<file path="config.mk">
export PLATFORM = sky130hd
export DESIGN_NAME = epoch_seconds_to_calendar_date_top_flat
export DESIGN_NICKNAME = d
export VERILOG_FILES = /design/src/sv/e2c_pkg.sv /design/src/sv/e2c_if.sv /design/src/sv/e2c_sub_unit.sv /design/src/sv/e2c_seq.sv /design/src/sv/epoch_seconds_to_calendar_date_top.sv /design/src/flat_wrapper.sv
export SDC_FILE = /design/constraint.sdc
export NUM_CORES = 1
export LEC_CHECK = 0
export BUFFER_PORTS_ARGS = -buffer_cell sky130_fd_sc_hd__buf_4
export CORE_AREA = 3 3 160 162
export DETAILED_ROUTE_END_ITERATION = 8
export DIE_AREA = 0 0 163 165
export PLACE_DENSITY = 0.64
export SYNTH_ARGS = -nofsm -noshare
export SYNTH_HDL_FRONTEND = slang
export SYNTH_HIERARCHICAL = 1
export SYNTH_SLANG_ARGS = --single-unit
</file>
<file path="constraint.sdc">
create_clock -name i_clk -period 8 [get_ports i_clk]
set_input_delay 0.4 -clock i_clk [delete_from_list [all_inputs] [get_ports i_clk]]
set_output_delay 0.4 -clock i_clk [all_outputs]
set_load 0.1 [all_outputs]
</file>
<file path="src/sv/e2c_pkg.sv">
// package for the epoch seconds to calendar date converter
// widths, constants, result and subtractor types, month length table
// no dependencies
`timescale 1ns / 1ps

package e2c_pkg;

    localparam int unsigned EpochW  = 32;
    localparam int unsigned OffW    = 5;
    localparam int unsigned SumW    = 34;
    localparam int unsigned TimeW   = 33;
    localparam int unsigned DayW    = 16;
    localparam int unsigned YearW   = 12;
    localparam int unsigned MonthW  = 4;
    localparam int unsigned MdayW   = 5;
    localparam int unsigned HourW   = 5;
    localparam int unsigned MinW    = 6;
    localparam int unsigned SecW    = 6;
    localparam int unsigned LenW    = 9;
    localparam int unsigned RemW    = 6;
    localparam int unsigned CntW    = 6;
    localparam int unsigned Mod100W = 7;
    localparam int unsigned Mod400W = 9;

    localparam logic signed [SumW-1:0] SecPerHour = SumW'(3600);
    localparam logic [RemW-1:0]        DivSixty   = RemW'(60);
    localparam logic [RemW-1:0]        DivHours   = RemW'(24);
    localparam logic [YearW-1:0]       BaseYear   = YearW'(1970);
    localparam logic [Mod100W-1:0]     BaseMod100 = Mod100W'(70);
    localparam logic [Mod400W-1:0]     BaseMod400 = Mod400W'(370);
    localparam logic [Mod100W-1:0]     Mod100Last = Mod100W'(99);
    localparam logic [Mod400W-1:0]     Mod400Last = Mod400W'(399);
    localparam logic [LenW-1:0]        DaysLeap   = LenW'(366);
    localparam logic [LenW-1:0]        DaysCommon = LenW'(365);
    localparam logic [MonthW-1:0]      MonthJan   = MonthW'(1);
    localparam logic [MonthW-1:0]      MonthFeb   = MonthW'(2);
    localparam logic [MonthW-1:0]      MonthDec   = MonthW'(12);
    localparam logic [CntW-1:0]        DivSteps   = CntW'(TimeW - 1);

    typedef struct packed {
        logic            ge;
        logic [DayW-1:0] diff;
    } t_sub_res;

    typedef struct packed {
        logic [YearW-1:0]  year_value;
        logic [MonthW-1:0] month_value;
        logic [MdayW-1:0]  day_value;
        logic [HourW-1:0]  hour_value;
        logic [MinW-1:0]   minute_value;
        logic [SecW-1:0]   second_value;
    } t_result;

    function automatic logic [LenW-1:0] month_days(input logic [MonthW-1:0] m,
                                                   input logic leap);
        logic [LenW-1:0] d;
        begin
            case (m)
                4'd4, 4'd6, 4'd9, 4'd11: d = LenW'(30);
                MonthFeb:                d = leap ? LenW'(29) : LenW'(28);
                default:                 d = LenW'(31);
            endcase
            return d;
        end
    endfunction

endpackage

</file>
<file path="src/sv/e2c_if.sv">
// channel interfaces: seconds input, date result, offset configuration
// depends on e2c_pkg
`timescale 1ns / 1ps

interface e2c_in_if;
    logic                          valid;
    logic                          ready;
    logic [e2c_pkg::EpochW-1:0]    epoch_seconds;
    modport source (output valid, output epoch_seconds, input ready);
    modport sink   (input valid, input epoch_seconds, output ready);
endinterface

interface e2c_out_if;
    logic                          valid;
    logic                          ready;
    logic [e2c_pkg::YearW-1:0]     year_value;
    logic [e2c_pkg::MonthW-1:0]    month_value;
    logic [e2c_pkg::MdayW-1:0]     day_value;
    logic [e2c_pkg::HourW-1:0]     hour_value;
    logic [e2c_pkg::MinW-1:0]      minute_value;
    logic [e2c_pkg::SecW-1:0]      second_value;
    modport source (output valid, output year_value, output month_value,
                    output day_value, output hour_value, output minute_value,
                    output second_value, input ready);
    modport sink   (input valid, input year_value, input month_value,
                    input day_value, input hour_value, input minute_value,
                    input second_value, output ready);
endinterface

interface e2c_cfg_if;
    logic                          valid;
    logic                          ready;
    logic signed [e2c_pkg::OffW-1:0] utc_offset_hours;
    modport source (output valid, output utc_offset_hours, input ready);
    modport sink   (input valid, input utc_offset_hours, output ready);
endinterface

</file>
<file path="src/sv/e2c_sub_unit.sv">
// shared compare and subtract unit used by the division, year and month steps of the conversion
// depends on e2c_pkg
`timescale 1ns / 1ps

module e2c_sub_unit (
    input  logic [e2c_pkg::DayW-1:0] i_a,
    input  logic [e2c_pkg::DayW-1:0] i_b,
    output e2c_pkg::t_sub_res        o_res
);

    logic [e2c_pkg::DayW:0] w_diff;

    // borrow out of the extended subtract gives a < b
    assign w_diff     = {1'b0, i_a} - {1'b0, i_b};
    assign o_res.ge   = ~w_diff[e2c_pkg::DayW];
    assign o_res.diff = w_diff[e2c_pkg::DayW-1:0];

endmodule

</file>
<file path="src/sv/e2c_seq.sv">
// sequencer: restoring division by 60, 60, 24, then year and month walks
// depends on e2c_pkg and e2c_sub_unit
`timescale 1ns / 1ps

module e2c_seq (
    input  logic                              i_clk,
    input  logic                              i_rst_n,
    input  logic                              i_in_valid,
    output logic                              o_in_ready,
    input  logic [e2c_pkg::EpochW-1:0]        i_epoch,
    input  logic signed [e2c_pkg::OffW-1:0]   i_offset,
    output logic                              o_out_valid,
    input  logic                              i_out_ready,
    output e2c_pkg::t_result                  o_result
);

    typedef enum logic [2:0] {S_IDLE, S_DIV, S_YEAR, S_MONTH, S_DONE} t_state;
    typedef enum logic [1:0] {PH_SEC, PH_MIN, PH_HR} t_phase;

    t_state                        r_state, n_state;
    t_phase                        r_phase, n_phase;
    logic [e2c_pkg::CntW-1:0]      r_cnt, n_cnt;
    logic [e2c_pkg::TimeW-1:0]     r_dvd, n_dvd;
    logic [e2c_pkg::RemW-1:0]      r_rem, n_rem;
    logic [e2c_pkg::SecW-1:0]      r_sec, n_sec;
    logic [e2c_pkg::MinW-1:0]      r_min, n_min;
    logic [e2c_pkg::HourW-1:0]     r_hr, n_hr;
    logic [e2c_pkg::DayW-1:0]      r_days, n_days;
    logic [e2c_pkg::YearW-1:0]     r_year, n_year;
    logic [e2c_pkg::Mod100W-1:0]   r_m100, n_m100;
    logic [e2c_pkg::Mod400W-1:0]   r_m400, n_m400;
    logic [e2c_pkg::MonthW-1:0]    r_month, n_month;
    e2c_pkg::t_result              r_out, n_out;
    logic                          r_out_valid, n_out_valid;

    logic signed [e2c_pkg::SumW-1:0] w_off_ext, w_off_sec, w_sum;
    logic [e2c_pkg::RemW:0]          w_trial;
    logic [e2c_pkg::RemW-1:0]        w_divisor;
    logic [e2c_pkg::DayW-1:0]        w_a, w_b;
    logic                            w_leap;
    logic                            w_out_free;
    e2c_pkg::t_sub_res               w_res;

    e2c_sub_unit u_sub (
        .i_a   (w_a),
        .i_b   (w_b),
        .o_res (w_res)
    );

    assign w_off_ext = {{(e2c_pkg::SumW-e2c_pkg::OffW){i_offset[e2c_pkg::OffW-1]}}, i_offset};
    assign w_off_sec = w_off_ext * e2c_pkg::SecPerHour;
    assign w_sum     = $signed({2'b00, i_epoch}) + w_off_sec;

    assign w_trial    = {r_rem, r_dvd[e2c_pkg::TimeW-1]};
    assign w_divisor  = (r_phase == PH_HR) ? e2c_pkg::DivHours : e2c_pkg::DivSixty;
    assign w_leap     = (r_m400 == '0) || ((r_m100 != '0) && (r_year[1:0] == 2'b00));
    assign w_out_free = !r_out_valid || i_out_ready;

    always_comb begin
        w_a = '0;
        w_b = '0;
        case (r_state)
            S_DIV: begin
                w_a = e2c_pkg::DayW'(w_trial);
                w_b = e2c_pkg::DayW'(w_divisor);
            end
            S_YEAR: begin
                w_a = r_days;
                w_b = e2c_pkg::DayW'(w_leap ? e2c_pkg::DaysLeap : e2c_pkg::DaysCommon);
            end
            S_MONTH: begin
                w_a = r_days;
                w_b = e2c_pkg::DayW'(e2c_pkg::month_days(r_month, w_leap));
            end
            default: begin
                w_a = '0;
                w_b = '0;
            end
        endcase
    end

    always_comb begin
        n_state     = r_state;
        n_phase     = r_phase;
        n_cnt       = r_cnt;
        n_dvd       = r_dvd;
        n_rem       = r_rem;
        n_sec       = r_sec;
        n_min       = r_min;
        n_hr        = r_hr;
        n_days      = r_days;
        n_year      = r_year;
        n_m100      = r_m100;
        n_m400      = r_m400;
        n_month     = r_month;
        n_out       = r_out;
        n_out_valid = r_out_valid && !i_out_ready;

        unique case (r_state)
            S_IDLE: begin
                if (i_in_valid) begin
                    // negative local time clamps to the epoch
                    n_dvd   = w_sum[e2c_pkg::SumW-1] ? '0 : w_sum[e2c_pkg::TimeW-1:0];
                    n_rem   = '0;
                    n_cnt   = '0;
                    n_phase = PH_SEC;
                    n_state = S_DIV;
                end
            end
            S_DIV: begin
                n_dvd = {r_dvd[e2c_pkg::TimeW-2:0], w_res.ge};
                n_rem = w_res.ge ? w_res.diff[e2c_pkg::RemW-1:0]
                                 : w_trial[e2c_pkg::RemW-1:0];
                n_cnt = r_cnt + 1'b1;
                if (r_cnt == e2c_pkg::DivSteps) begin
                    n_cnt = '0;
                    unique case (r_phase)
                        PH_SEC: begin
                            n_sec   = n_rem;
                            n_phase = PH_MIN;
                        end
                        PH_MIN: begin
                            n_min   = n_rem;
                            n_phase = PH_HR;
                        end
                        PH_HR: begin
                            n_hr    = n_rem[e2c_pkg::HourW-1:0];
                            n_days  = n_dvd[e2c_pkg::DayW-1:0];
                            n_year  = e2c_pkg::BaseYear;
                            n_m100  = e2c_pkg::BaseMod100;
                            n_m400  = e2c_pkg::BaseMod400;
                            n_state = S_YEAR;
                        end
                        default: n_phase = PH_SEC;
                    endcase
                    // next division starts from an empty remainder
                    n_rem = '0;
                end
            end
            S_YEAR: begin
                if (w_res.ge) begin
                    n_days = w_res.diff;
                    n_year = r_year + 1'b1;
                    n_m100 = (r_m100 == e2c_pkg::Mod100Last) ? '0 : r_m100 + 1'b1;
                    n_m400 = (r_m400 == e2c_pkg::Mod400Last) ? '0 : r_m400 + 1'b1;
                end else begin
                    n_month = e2c_pkg::MonthJan;
                    n_state = S_MONTH;
                end
            end
            S_MONTH: begin
                if (r_month != e2c_pkg::MonthDec && w_res.ge) begin
                    n_days  = w_res.diff;
                    n_month = r_month + 1'b1;
                end else begin
                    n_state = S_DONE;
                end
            end
            S_DONE: begin
                // hold the finished item until the result register frees up
                if (w_out_free) begin
                    n_out.year_value   = r_year;
                    n_out.month_value  = r_month;
                    n_out.day_value    = r_days[e2c_pkg::MdayW-1:0] + 1'b1;
                    n_out.hour_value   = r_hr;
                    n_out.minute_value = r_min;
                    n_out.second_value = r_sec;
                    n_out_valid        = 1'b1;
                    n_state            = S_IDLE;
                end
            end
            default: n_state = S_IDLE;
        endcase
    end

    always_ff @(posedge i_clk) begin
        if (!i_rst_n) begin
            r_state     <= S_IDLE;
            r_phase     <= PH_SEC;
            r_cnt       <= '0;
            r_out_valid <= 1'b0;
        end else begin
            r_state     <= n_state;
            r_phase     <= n_phase;
            r_cnt       <= n_cnt;
            r_out_valid <= n_out_valid;
        end
        r_dvd   <= n_dvd;
        r_rem   <= n_rem;
        r_sec   <= n_sec;
        r_min   <= n_min;
        r_hr    <= n_hr;
        r_days  <= n_days;
        r_year  <= n_year;
        r_m100  <= n_m100;
        r_m400  <= n_m400;
        r_month <= n_month;
        r_out   <= n_out;
    end

    assign o_in_ready  = (r_state == S_IDLE);
    assign o_out_valid = r_out_valid;
    assign o_result    = r_out;

endmodule

</file>
<file path="src/sv/epoch_seconds_to_calendar_date_top.sv">
// steps per item: load, three 33-step divisions, up to 137 year steps,
// up to 12 month steps, then the result is registered once the output is free
// throughput: one item at a time, set by the single shared subtract unit
// a finished result waits in its output register while the next item runs
// reset: synchronous active low, clears control state and sets offset to 0
`timescale 1ns / 1ps

module epoch_seconds_to_calendar_date_top (
    input  logic        i_clk,
    input  logic        i_rst_n,
    e2c_in_if.sink      i_in,
    e2c_out_if.source   o_out,
    e2c_cfg_if.sink     i_cfg
);

    logic signed [e2c_pkg::OffW-1:0] r_offset;
    e2c_pkg::t_result                w_result;

    assign i_cfg.ready = 1'b1;

    always_ff @(posedge i_clk) begin
        if (!i_rst_n) begin
            r_offset <= '0;
        end else if (i_cfg.valid) begin
            r_offset <= i_cfg.utc_offset_hours;
        end
    end

    e2c_seq u_seq (
        .i_clk       (i_clk),
        .i_rst_n     (i_rst_n),
        .i_in_valid  (i_in.valid),
        .o_in_ready  (i_in.ready),
        .i_epoch     (i_in.epoch_seconds),
        .i_offset    (r_offset),
        .o_out_valid (o_out.valid),
        .i_out_ready (o_out.ready),
        .o_result    (w_result)
    );

    assign o_out.year_value   = w_result.year_value;
    assign o_out.month_value  = w_result.month_value;
    assign o_out.day_value    = w_result.day_value;
    assign o_out.hour_value   = w_result.hour_value;
    assign o_out.minute_value = w_result.minute_value;
    assign o_out.second_value = w_result.second_value;

    a_busy_after_accept: assert property (@(posedge i_clk) disable iff (!i_rst_n)
        (i_in.valid && i_in.ready) |=> !i_in.ready)
        else $error("input taken while an item is in work");

    a_date_range: assert property (@(posedge i_clk) disable iff (!i_rst_n)
        o_out.valid |-> (o_out.month_value >= 4'd1 && o_out.month_value <= 4'd12 &&
                         o_out.day_value >= 5'd1 && o_out.year_value >= 12'd1970))
        else $error("date field out of range");

    a_time_range: assert property (@(posedge i_clk) disable iff (!i_rst_n)
        o_out.valid |-> (o_out.hour_value < 5'd24 && o_out.minute_value < 6'd60 &&
                         o_out.second_value < 6'd60))
        else $error("time field out of range");

    a_new_result_from_item: assert property (@(posedge i_clk) disable iff (!i_rst_n)
        (o_out.valid && !$past(o_out.valid)) |-> !i_in.ready || $past(!i_in.ready))
        else $error("result appeared without an item in work");

endmodule
</file>
<file path="src/flat_wrapper.sv">
// flat-port wrapper written by rule: the top's interface ports become plain ports
module epoch_seconds_to_calendar_date_top_flat 
  (i_clk, i_rst_n, i_in_valid, i_in_epoch_seconds, i_in_ready, o_out_valid, o_out_year_value, o_out_month_value, o_out_day_value, o_out_hour_value, o_out_minute_value, o_out_second_value, o_out_ready, i_cfg_valid, i_cfg_utc_offset_hours, i_cfg_ready);
  e2c_in_if i_in_i ();
  e2c_out_if o_out_i ();
  e2c_cfg_if i_cfg_i ();
  input  logic i_clk;
  input  logic i_rst_n;
  input wire logic [$bits(i_in_i.valid)-1:0] i_in_valid;
  input wire logic [$bits(i_in_i.epoch_seconds)-1:0] i_in_epoch_seconds;
  output wire logic [$bits(i_in_i.ready)-1:0] i_in_ready;
  output wire logic [$bits(o_out_i.valid)-1:0] o_out_valid;
  output wire logic [$bits(o_out_i.year_value)-1:0] o_out_year_value;
  output wire logic [$bits(o_out_i.month_value)-1:0] o_out_month_value;
  output wire logic [$bits(o_out_i.day_value)-1:0] o_out_day_value;
  output wire logic [$bits(o_out_i.hour_value)-1:0] o_out_hour_value;
  output wire logic [$bits(o_out_i.minute_value)-1:0] o_out_minute_value;
  output wire logic [$bits(o_out_i.second_value)-1:0] o_out_second_value;
  input wire logic [$bits(o_out_i.ready)-1:0] o_out_ready;
  input wire logic [$bits(i_cfg_i.valid)-1:0] i_cfg_valid;
  input wire logic [$bits(i_cfg_i.utc_offset_hours)-1:0] i_cfg_utc_offset_hours;
  output wire logic [$bits(i_cfg_i.ready)-1:0] i_cfg_ready;
  assign i_in_i.valid = i_in_valid;
  assign i_in_i.epoch_seconds = i_in_epoch_seconds;
  assign i_in_ready = i_in_i.ready;
  assign o_out_valid = o_out_i.valid;
  assign o_out_year_value = o_out_i.year_value;
  assign o_out_month_value = o_out_i.month_value;
  assign o_out_day_value = o_out_i.day_value;
  assign o_out_hour_value = o_out_i.hour_value;
  assign o_out_minute_value = o_out_i.minute_value;
  assign o_out_second_value = o_out_i.second_value;
  assign o_out_i.ready = o_out_ready;
  assign i_cfg_i.valid = i_cfg_valid;
  assign i_cfg_i.utc_offset_hours = i_cfg_utc_offset_hours;
  assign i_cfg_ready = i_cfg_i.ready;
  epoch_seconds_to_calendar_date_top u_core (.i_clk(i_clk), .i_rst_n(i_rst_n), .i_in(i_in_i), .o_out(o_out_i), .i_cfg(i_cfg_i));
endmodule
</file>
==> results of run 1 <==
[cell usage in the layout, fill, tap and decap left out, types with 4 or more instances in the layout]
master | Yosys | final
edfxtp_1 | 142 | 142
nand2_1 | 112 | 111
buf_4 | 1 | 84
ha_1 | 76 | 76
inv_1 | 57 | 57
nor2_1 | 54 | 53
a21oi_1 | 52 | 51
xnor2_1 | 39 | 39
a22o_1 | 36 | 36
o21ai_0 | 28 | 27
xor2_1 | 27 | 27
nand3_1 | 24 | 24
a21o_1 | 22 | 22
clkbuf_16 | 0 | 17
dfxtp_1 | 17 | 17
nor2b_1 | 18 | 16
and2_1 | 16 | 16
and3_1 | 16 | 16
nand2b_1 | 13 | 13
nand4_1 | 12 | 12
o211ai_1 | 11 | 11
conb_1 | 2 | 9
o21bai_1 | 9 | 9
nor3_1 | 9 | 8
fa_1 | 8 | 8
mux2_2 | 7 | 7
mux2i_1 | 6 | 6
o21a_1 | 6 | 6
or3_1 | 6 | 6
inv_6 | 0 | 5
inv_8 | 0 | 4
nor3b_1 | 4 | 4
a211oi_1 | 4 | 4
a31oi_1 | 4 | 4
[report_power, final]
group	internal, mW	leakage (nW)	switching [mW]
clock network	0.449	0.295	0.371
logic	0.291	2.93	0.432
registers	1.06	1.47	0.0580
total	1.80	4.70	0.862
[routing by layer]
metal / wire (um) / global-route usage / vias to the layer above
met4: 348 / 0.0538 / 0
met3: 649 / 0.0273 / 21
met5: 0 / 0 / -
met2: 9220 / 0.246 / 120
met1: 9630 / 0.203 / 3243
li1: - / - / 3492
[worst min-delay path: cells and delay by family]
| family | cells | cell delay [ns] |
|---|---|---|
| AND/OR/NAND/NOR | 1 | 0.09 |
| buffers and inverters | 1 | 0.08 |
| multiplexers | 1 | 0.05 |
[cell type report]
| cell class | instances | area, um^2 | area share |
|---|---|---|---|
| clock buffers | 17 | 425 | 0.0377 |
| clock inverters | 15 | 184 | 0.0163 |
| inverters | 57 | 214 | 0.0190 |
| multi-input cells | 680 | 4820 | 0.427 |
| flip-flops and latches | 159 | 4600 | 0.408 |
| well taps | 324 | 405 | 0.0359 |
| repair buffers | 84 | 631 | 0.0559 |
[state kept, by name, summed over array words and instances (netlist names), 3 cells and up]
register and flops:
u_core/u_seq/r_cnt 6, u_core/u_seq/r_days 16, u_core/u_seq/r_min 6, u_core/u_seq/r_sec 6
u_core/u_seq/o_result 38, u_core/u_seq/r_m400 9, u_core/u_seq/r_month 4, u_core/u_seq/r_m100 7
u_core/u_seq/r_rem 6, u_core/u_seq/r_hr 5, u_core/r_offset 5, u_core/u_seq/r_dvd 33
u_core/u_seq/r_state 3, u_core/u_seq/r_year 12
[cell families (layout without fill, tap and decap cells)]
group	after synthesis	count (layout)	share of synthesized area
and+or+nand+nor	298	298	0.147
buffers and inverters	90	173	0.0382
AOI/OAI and AO/OA	209	209	0.151
DFF	159	159	0.473
xor gates and xnor gates	66	66	0.0594
muxes	14	14	0.0166
adders and majority gates	84	84	0.114
other	2	9	0.000772
[metrics by stage]
| step | hold slack [ns] | utilization |
|---|---|---|
| 3_3_place_gp | 0.402 | 0.440 |
| 4_1_cts | 0.211 | 0.465 |
| 5_1_grt | 0.221 | 0.465 |
| 3_5_place_dp | 0.405 | 0.440 |
| 2_1_floorplan | 0.400 | - |
| 6_report | 0.218 | 0.465 |
[path summary, 6_finish.rpt]
path | start | end | slack (ns)
hold / removal | i_cfg_utc_offset_hours[3] | u_core/r_offset[3]$_SDFFE_PN0P_ | 0.22
setup / recovery | u_core/r_offset[4]$_SDFFE_PN0P_ | u_core/u_seq/r_dvd[28]$_DFFE_PP_ | 1.64
setup reg to reg | u_core/r_offset[4]$_SDFFE_PN0P_ | u_core/u_seq/r_dvd[28]$_DFFE_PP_ | 1.64
hold reg to reg | u_core/u_seq/r_hr[2]$_DFFE_PP_ | u_core/u_seq/o_result[14]$_DFFE_PP_ | 0.42
==> flow_metrics.tcl, run 1 <==
set metrics [dict create \
    critical_path.cell_chain "fa_1 > inv_1 > fa_1 > fa_1 > fa_1 > inv_1 > a21oi_1 > o21bai_1 > a21oi_2 > ha_1 > a21oi_1 > o21ai_0 > a2111o_1 > a211oi_2 > o21bai_2 > mux2i_4 > a32o_1" \
    yosysMostFrequentCell "edfxtp_1" \
    overflow 0 \
    rsz0062_at_grt "no" \
    vias 6876 \
    nets 1125 \
    dr.pass1.iters 5 \
    coreArea_um2 24200 \
    dpl-instance-area_um2 10700 \
    ios 83 \
    tritoncts "built" \
    syn_to_final_growth_pct 16.0 \
    p_per_area_nw_per_um2 235 \
    synth_area_leaders "edfxtp_1, ha_1, nand2_1" \
    cts_made_buffers 17 \
    route.detailed.drc 0 \
    synthDominantCellAreaShare 0.438 \
    final_cells 1336 \
    synth_commonest_cells "edfxtp_1, nand2_1, ha_1, inv_1, nor2_1" \
    drt_iter0_drc 465 \
    dp_hpwl_mm 14.3 \
    start_util 0.401 \
    drtAntennaViolNets 0 \
    syn_avg_cell_area_um2 10.6 \
    place_inst 1304 \
    diodes 0 \
    rows 57 \
    synth_top_cell_by_area "edfxtp_1" \
    status "finished, final reports clean" \
    synth-main-ff-cell "edfxtp_1" \
    ys_seq_elements 159 \
    startpoint_type "flop" \
    seq_area_frac_synth 0.473 \
    worst_ep_required_time_ns 8.31 \
    fmax_mhz 157 \
    gp_congestion 0.851 \
    fill_cells 2283 \
    holdCritPathClass "primary input to flop" \
    ys_async_sr_fraction 0 \
    peakVddDrop_uv 156 \
    grt_pass1_wl_mm 32.8 \
    cts_resized 0 \
    leakage_nw 4.70 \
    cp_num_buf_inv 2 \
    cp_common_cell "fa_1" \
    fin_ws_ns 1.64 \
    finalSetupTns_ns 0 \
    period_share 0.795 \
    clockRootBuffer "clkbuf_16" \
    worst-path-stages 17 \
    yosys_warnings 6 \
    antenna_found_initial 0 \
    drv_cap 0 \
    critPathKind "flop to flop" \
    total_power_mw 2.66 \
    whs_path_depth 3 \
    cts.sinks 159 \
    die_area_um2 26900 \
    fin_area_um2 11300 \
    fin_crit_ns 6.36 \
    cts_buffer_depth 2 \
    cts_setup_buffers 0 \
    tightest_slew_ns 1.10 \
    setup_viol 0 \
    grt_max_degree 58 \
    worst_path_dominant_cell_family "compound AO/OA/AOI/OAI gates" \
    worst-r2r-cell-count 17 \
    slew_violations 0 \
    drive_gt1_frac 0.141 \
    worst-path-max-fanout 30 \
    syn_inst 922 \
    htreeDepth 4 \
    synth_area_um2 9730 \
    clock_latency_ns 0.44 \
    hold_viol 0 \
    max_slew_margin 0.266 \
    clkTransAtPathRegs_ns 0.07 \
    critical_path.max_stage_delay_ns 0.80 \
    numPortBuffers 81 \
    critical-path-slowest-cell "a21oi_2" \
    track_usage 0.151 \
    synth_cell_type_count 65 \
    dieHeight_um 165 \
    finalClockSkew_ns 0.0259 \
    wl_per_cell_um 14.9 \
    grt_pass1_vias 6634 \
    cp_data_arrival_time_ns 6.68 \
    dp_slack_ns 1.68 \
    routed_via_density 5.15 \
    wirelength_mm 19.8 \
    die_w_um 163 \
    crit_path_end_kind "flop" \
    cts_hold_buf 0 \
    synth_edf_count 142 \
]
Power figures use the tool's default switching activity.
==> run 2: changes to the inputs <==
==> constraint.sdc (replaced) <==
create_clock -name i_clk -period 6.5 [get_ports i_clk]
set_input_delay 0.325 -clock i_clk [delete_from_list [all_inputs] [get_ports i_clk]]
set_output_delay 0.325 -clock i_clk [all_outputs]
set_load 0.1 [all_outputs]
==> run 2 against run 1 <==
Worst setup slack got worse by 1.1 ns; register-to-register slack got worse by 1.1 ns; largest cell class unchanged; clock skew fell by 0.012 ns; first-iteration DRC count fell by 21%; largest power group unchanged; highest routed layer unchanged; cell count increased by 0.37%; total power grew 25%.
==> flow_metrics.tcl, run 2 (same netlist as run 1, synthesis figures left out) <==
set metrics [dict create \
    leakage_nw 4.74 \
    slew_violations 0 \
    finalSetupTns_ns 0 \
    die_w_um 163 \
    critical-path-slowest-cell "mux2i_4" \
    overflow 0 \
    holdWs_ns 0.159 \
    fin_ws_ns 0.523 \
    fin_crit_ns 5.98 \
    syn_to_final_growth_pct 16.5 \
    gp_congestion 0.835 \
    drtAntennaViolNets 0 \
    finalClockSkew_ns 0.0135 \
    fill_cells 2284 \
    clock_latency_ns 0.42 \
    crit_path_end_kind "flop" \
    peakVddDrop_uv 175 \
    critPathKind "flop to flop" \
    rows 57 \
    clkTransAtPathRegs_ns 0.07 \
    cts.sinks 159 \
    nets 1130 \
    grt.met1_usage 0.203 \
    setup_viol 0 \
    grtUsageMet2 0.246 \
    rsz0062_at_grt "no" \
    critical_path.cell_chain "fa_1 > inv_1 > fa_1 > fa_1 > inv_1 > ha_1 > a21o_1 > a21oi_1 > o21bai_1 > a21oi_1 > xnor2_1 > ha_1 > a21oi_1 > o21ai_0 > a2111o_1 > a211oi_2 > o21bai_2 > mux2i_4 > a32o_1" \
    cts_hold_buf 0 \
    tightest_slew_ns 1.04 \
    cts_buffer_depth 2 \
    cts_made_buffers 17 \
    drt_iter0_drc 369 \
    wirelength_mm 19.8 \
    cts_resized 0 \
    route.detailed.drc 0 \
    wl_per_cell_um 14.8 \
    dp_slack_ns 0.515 \
    final_cell_mix "edfxtp_1, nand2_1, buf_4" \
    status "finished, final reports clean" \
    dieHeight_um 165 \
    dr.pass1.iters 5 \
    grtUsageMet3 0.0253 \
    worst_ep_required_time_ns 6.79 \
    p_per_area_nw_per_um2 293 \
    routed_via_density 5.15 \
    antenna_found_initial 0 \
    vias 6906 \
    numPortBuffers 81 \
    tritoncts "built" \
    holdCritPathClass "primary input to flop" \
    die_area_um2 26900 \
    diodes 0 \
    cts_setup_buffers 0 \
    drive_gt1_frac 0.146 \
    startpoint_type "flop" \
    coreArea_um2 24200 \
    cp_data_arrival_time_ns 6.27 \
    fmax_mhz 167 \
    busiest_layer "met2" \
    worst-path-max-fanout 30 \
    htreeDepth 4 \
    track_usage 0.149 \
    period_share 0.920 \
    drv_cap 0 \
    dp_hpwl_mm 14.4 \
    grt_pass1_wl_mm 32.5 \
    largest_register_ffs 38 \
    clockRootBuffer "clkbuf_16" \
    layout_commonest_cell "edfxtp_1" \
    fin_util 0.468 \
    ios 83 \
    max_slew_margin 0.306 \
    grt_max_degree 54 \
    start_util 0.401 \
    critical_path.max_stage_delay_ns 0.74 \
    grt_pass1_vias 6623 \
    hold_viol 0 \
]
==> run 2: cell types whose count changed in the layout (fill, tap and decap cells not counted), sizes merged <==
cell,previous run,this run
buf,84,89
bufinv,1,3
inv,66,64
clkbuf,17,18
clkinvlp,1,0
==> run 2: area by class of cell <==
class	instances	area, um^2	area share
tap	324	405	0.0357
multi-input combinational	680	4820	0.425
clock inverter	14	196	0.0173
timing repair buffer	89	668	0.0589
inverter	57	214	0.0189
sequential	159	4600	0.406
clock buffer	18	439	0.0387
==> run 2: final timing paths <==
path	slack [ns]	endpoint	startpoint	depth (start not counted)
worst max-delay path	0.52	u_core/u_seq/r_dvd[28]$_DFFE_PP_	u_core/r_offset[2]$_SDFFE_PN0P_	19
worst min register to register	0.42	u_core/u_seq/o_result[10]$_DFFE_PP_	u_core/u_seq/r_min[4]$_DFFE_PP_	0
worst max register to register	0.52	u_core/u_seq/r_dvd[28]$_DFFE_PP_	u_core/r_offset[2]$_SDFFE_PN0P_	19
worst min-delay path	0.16	u_core/r_offset[1]$_SDFFE_PN0P_	i_cfg_utc_offset_hours[1]	3
==> run 2: worst max-delay path, delay by kind of cell (launching register included) <==
kind	cells	cell delay (ns)
AO/OA/AOI/OAI	10	2.23
XOR/XNOR	1	0.17
adder cells (fa/ha/maj)	5	2.21
buffers and inverters	2	0.11
flip-flops	1	0.38
multiplexers	1	0.74
==> run 2: per-layer routing <==
metal  wire, um  part of all wire
met5          0                 0
met3        655             0.033
met4        187            0.0094
met2       9270              0.47
met1       9710              0.49
==> run 2: metrics by stage <==
step,area (um^2),power [mW],cells
5_1_grt,11300,3.52,1341
3_3_place_gp,10700,2.27,1309
6_report,11300,3.32,1341
4_1_cts,11300,3.35,1341
3_5_place_dp,10700,2.28,1309
2_1_floorplan,9760,2.07,929
==> run 2: report_power, final <==
group          switching, mW  total (mW)  internal, mW  leakage [nW]
clock network          0.429        1.06         0.631         0.316
registers             0.0677        1.37          1.30          1.47
logic                  0.535       0.897         0.361          2.96
total                   1.03        3.32          2.29          4.74
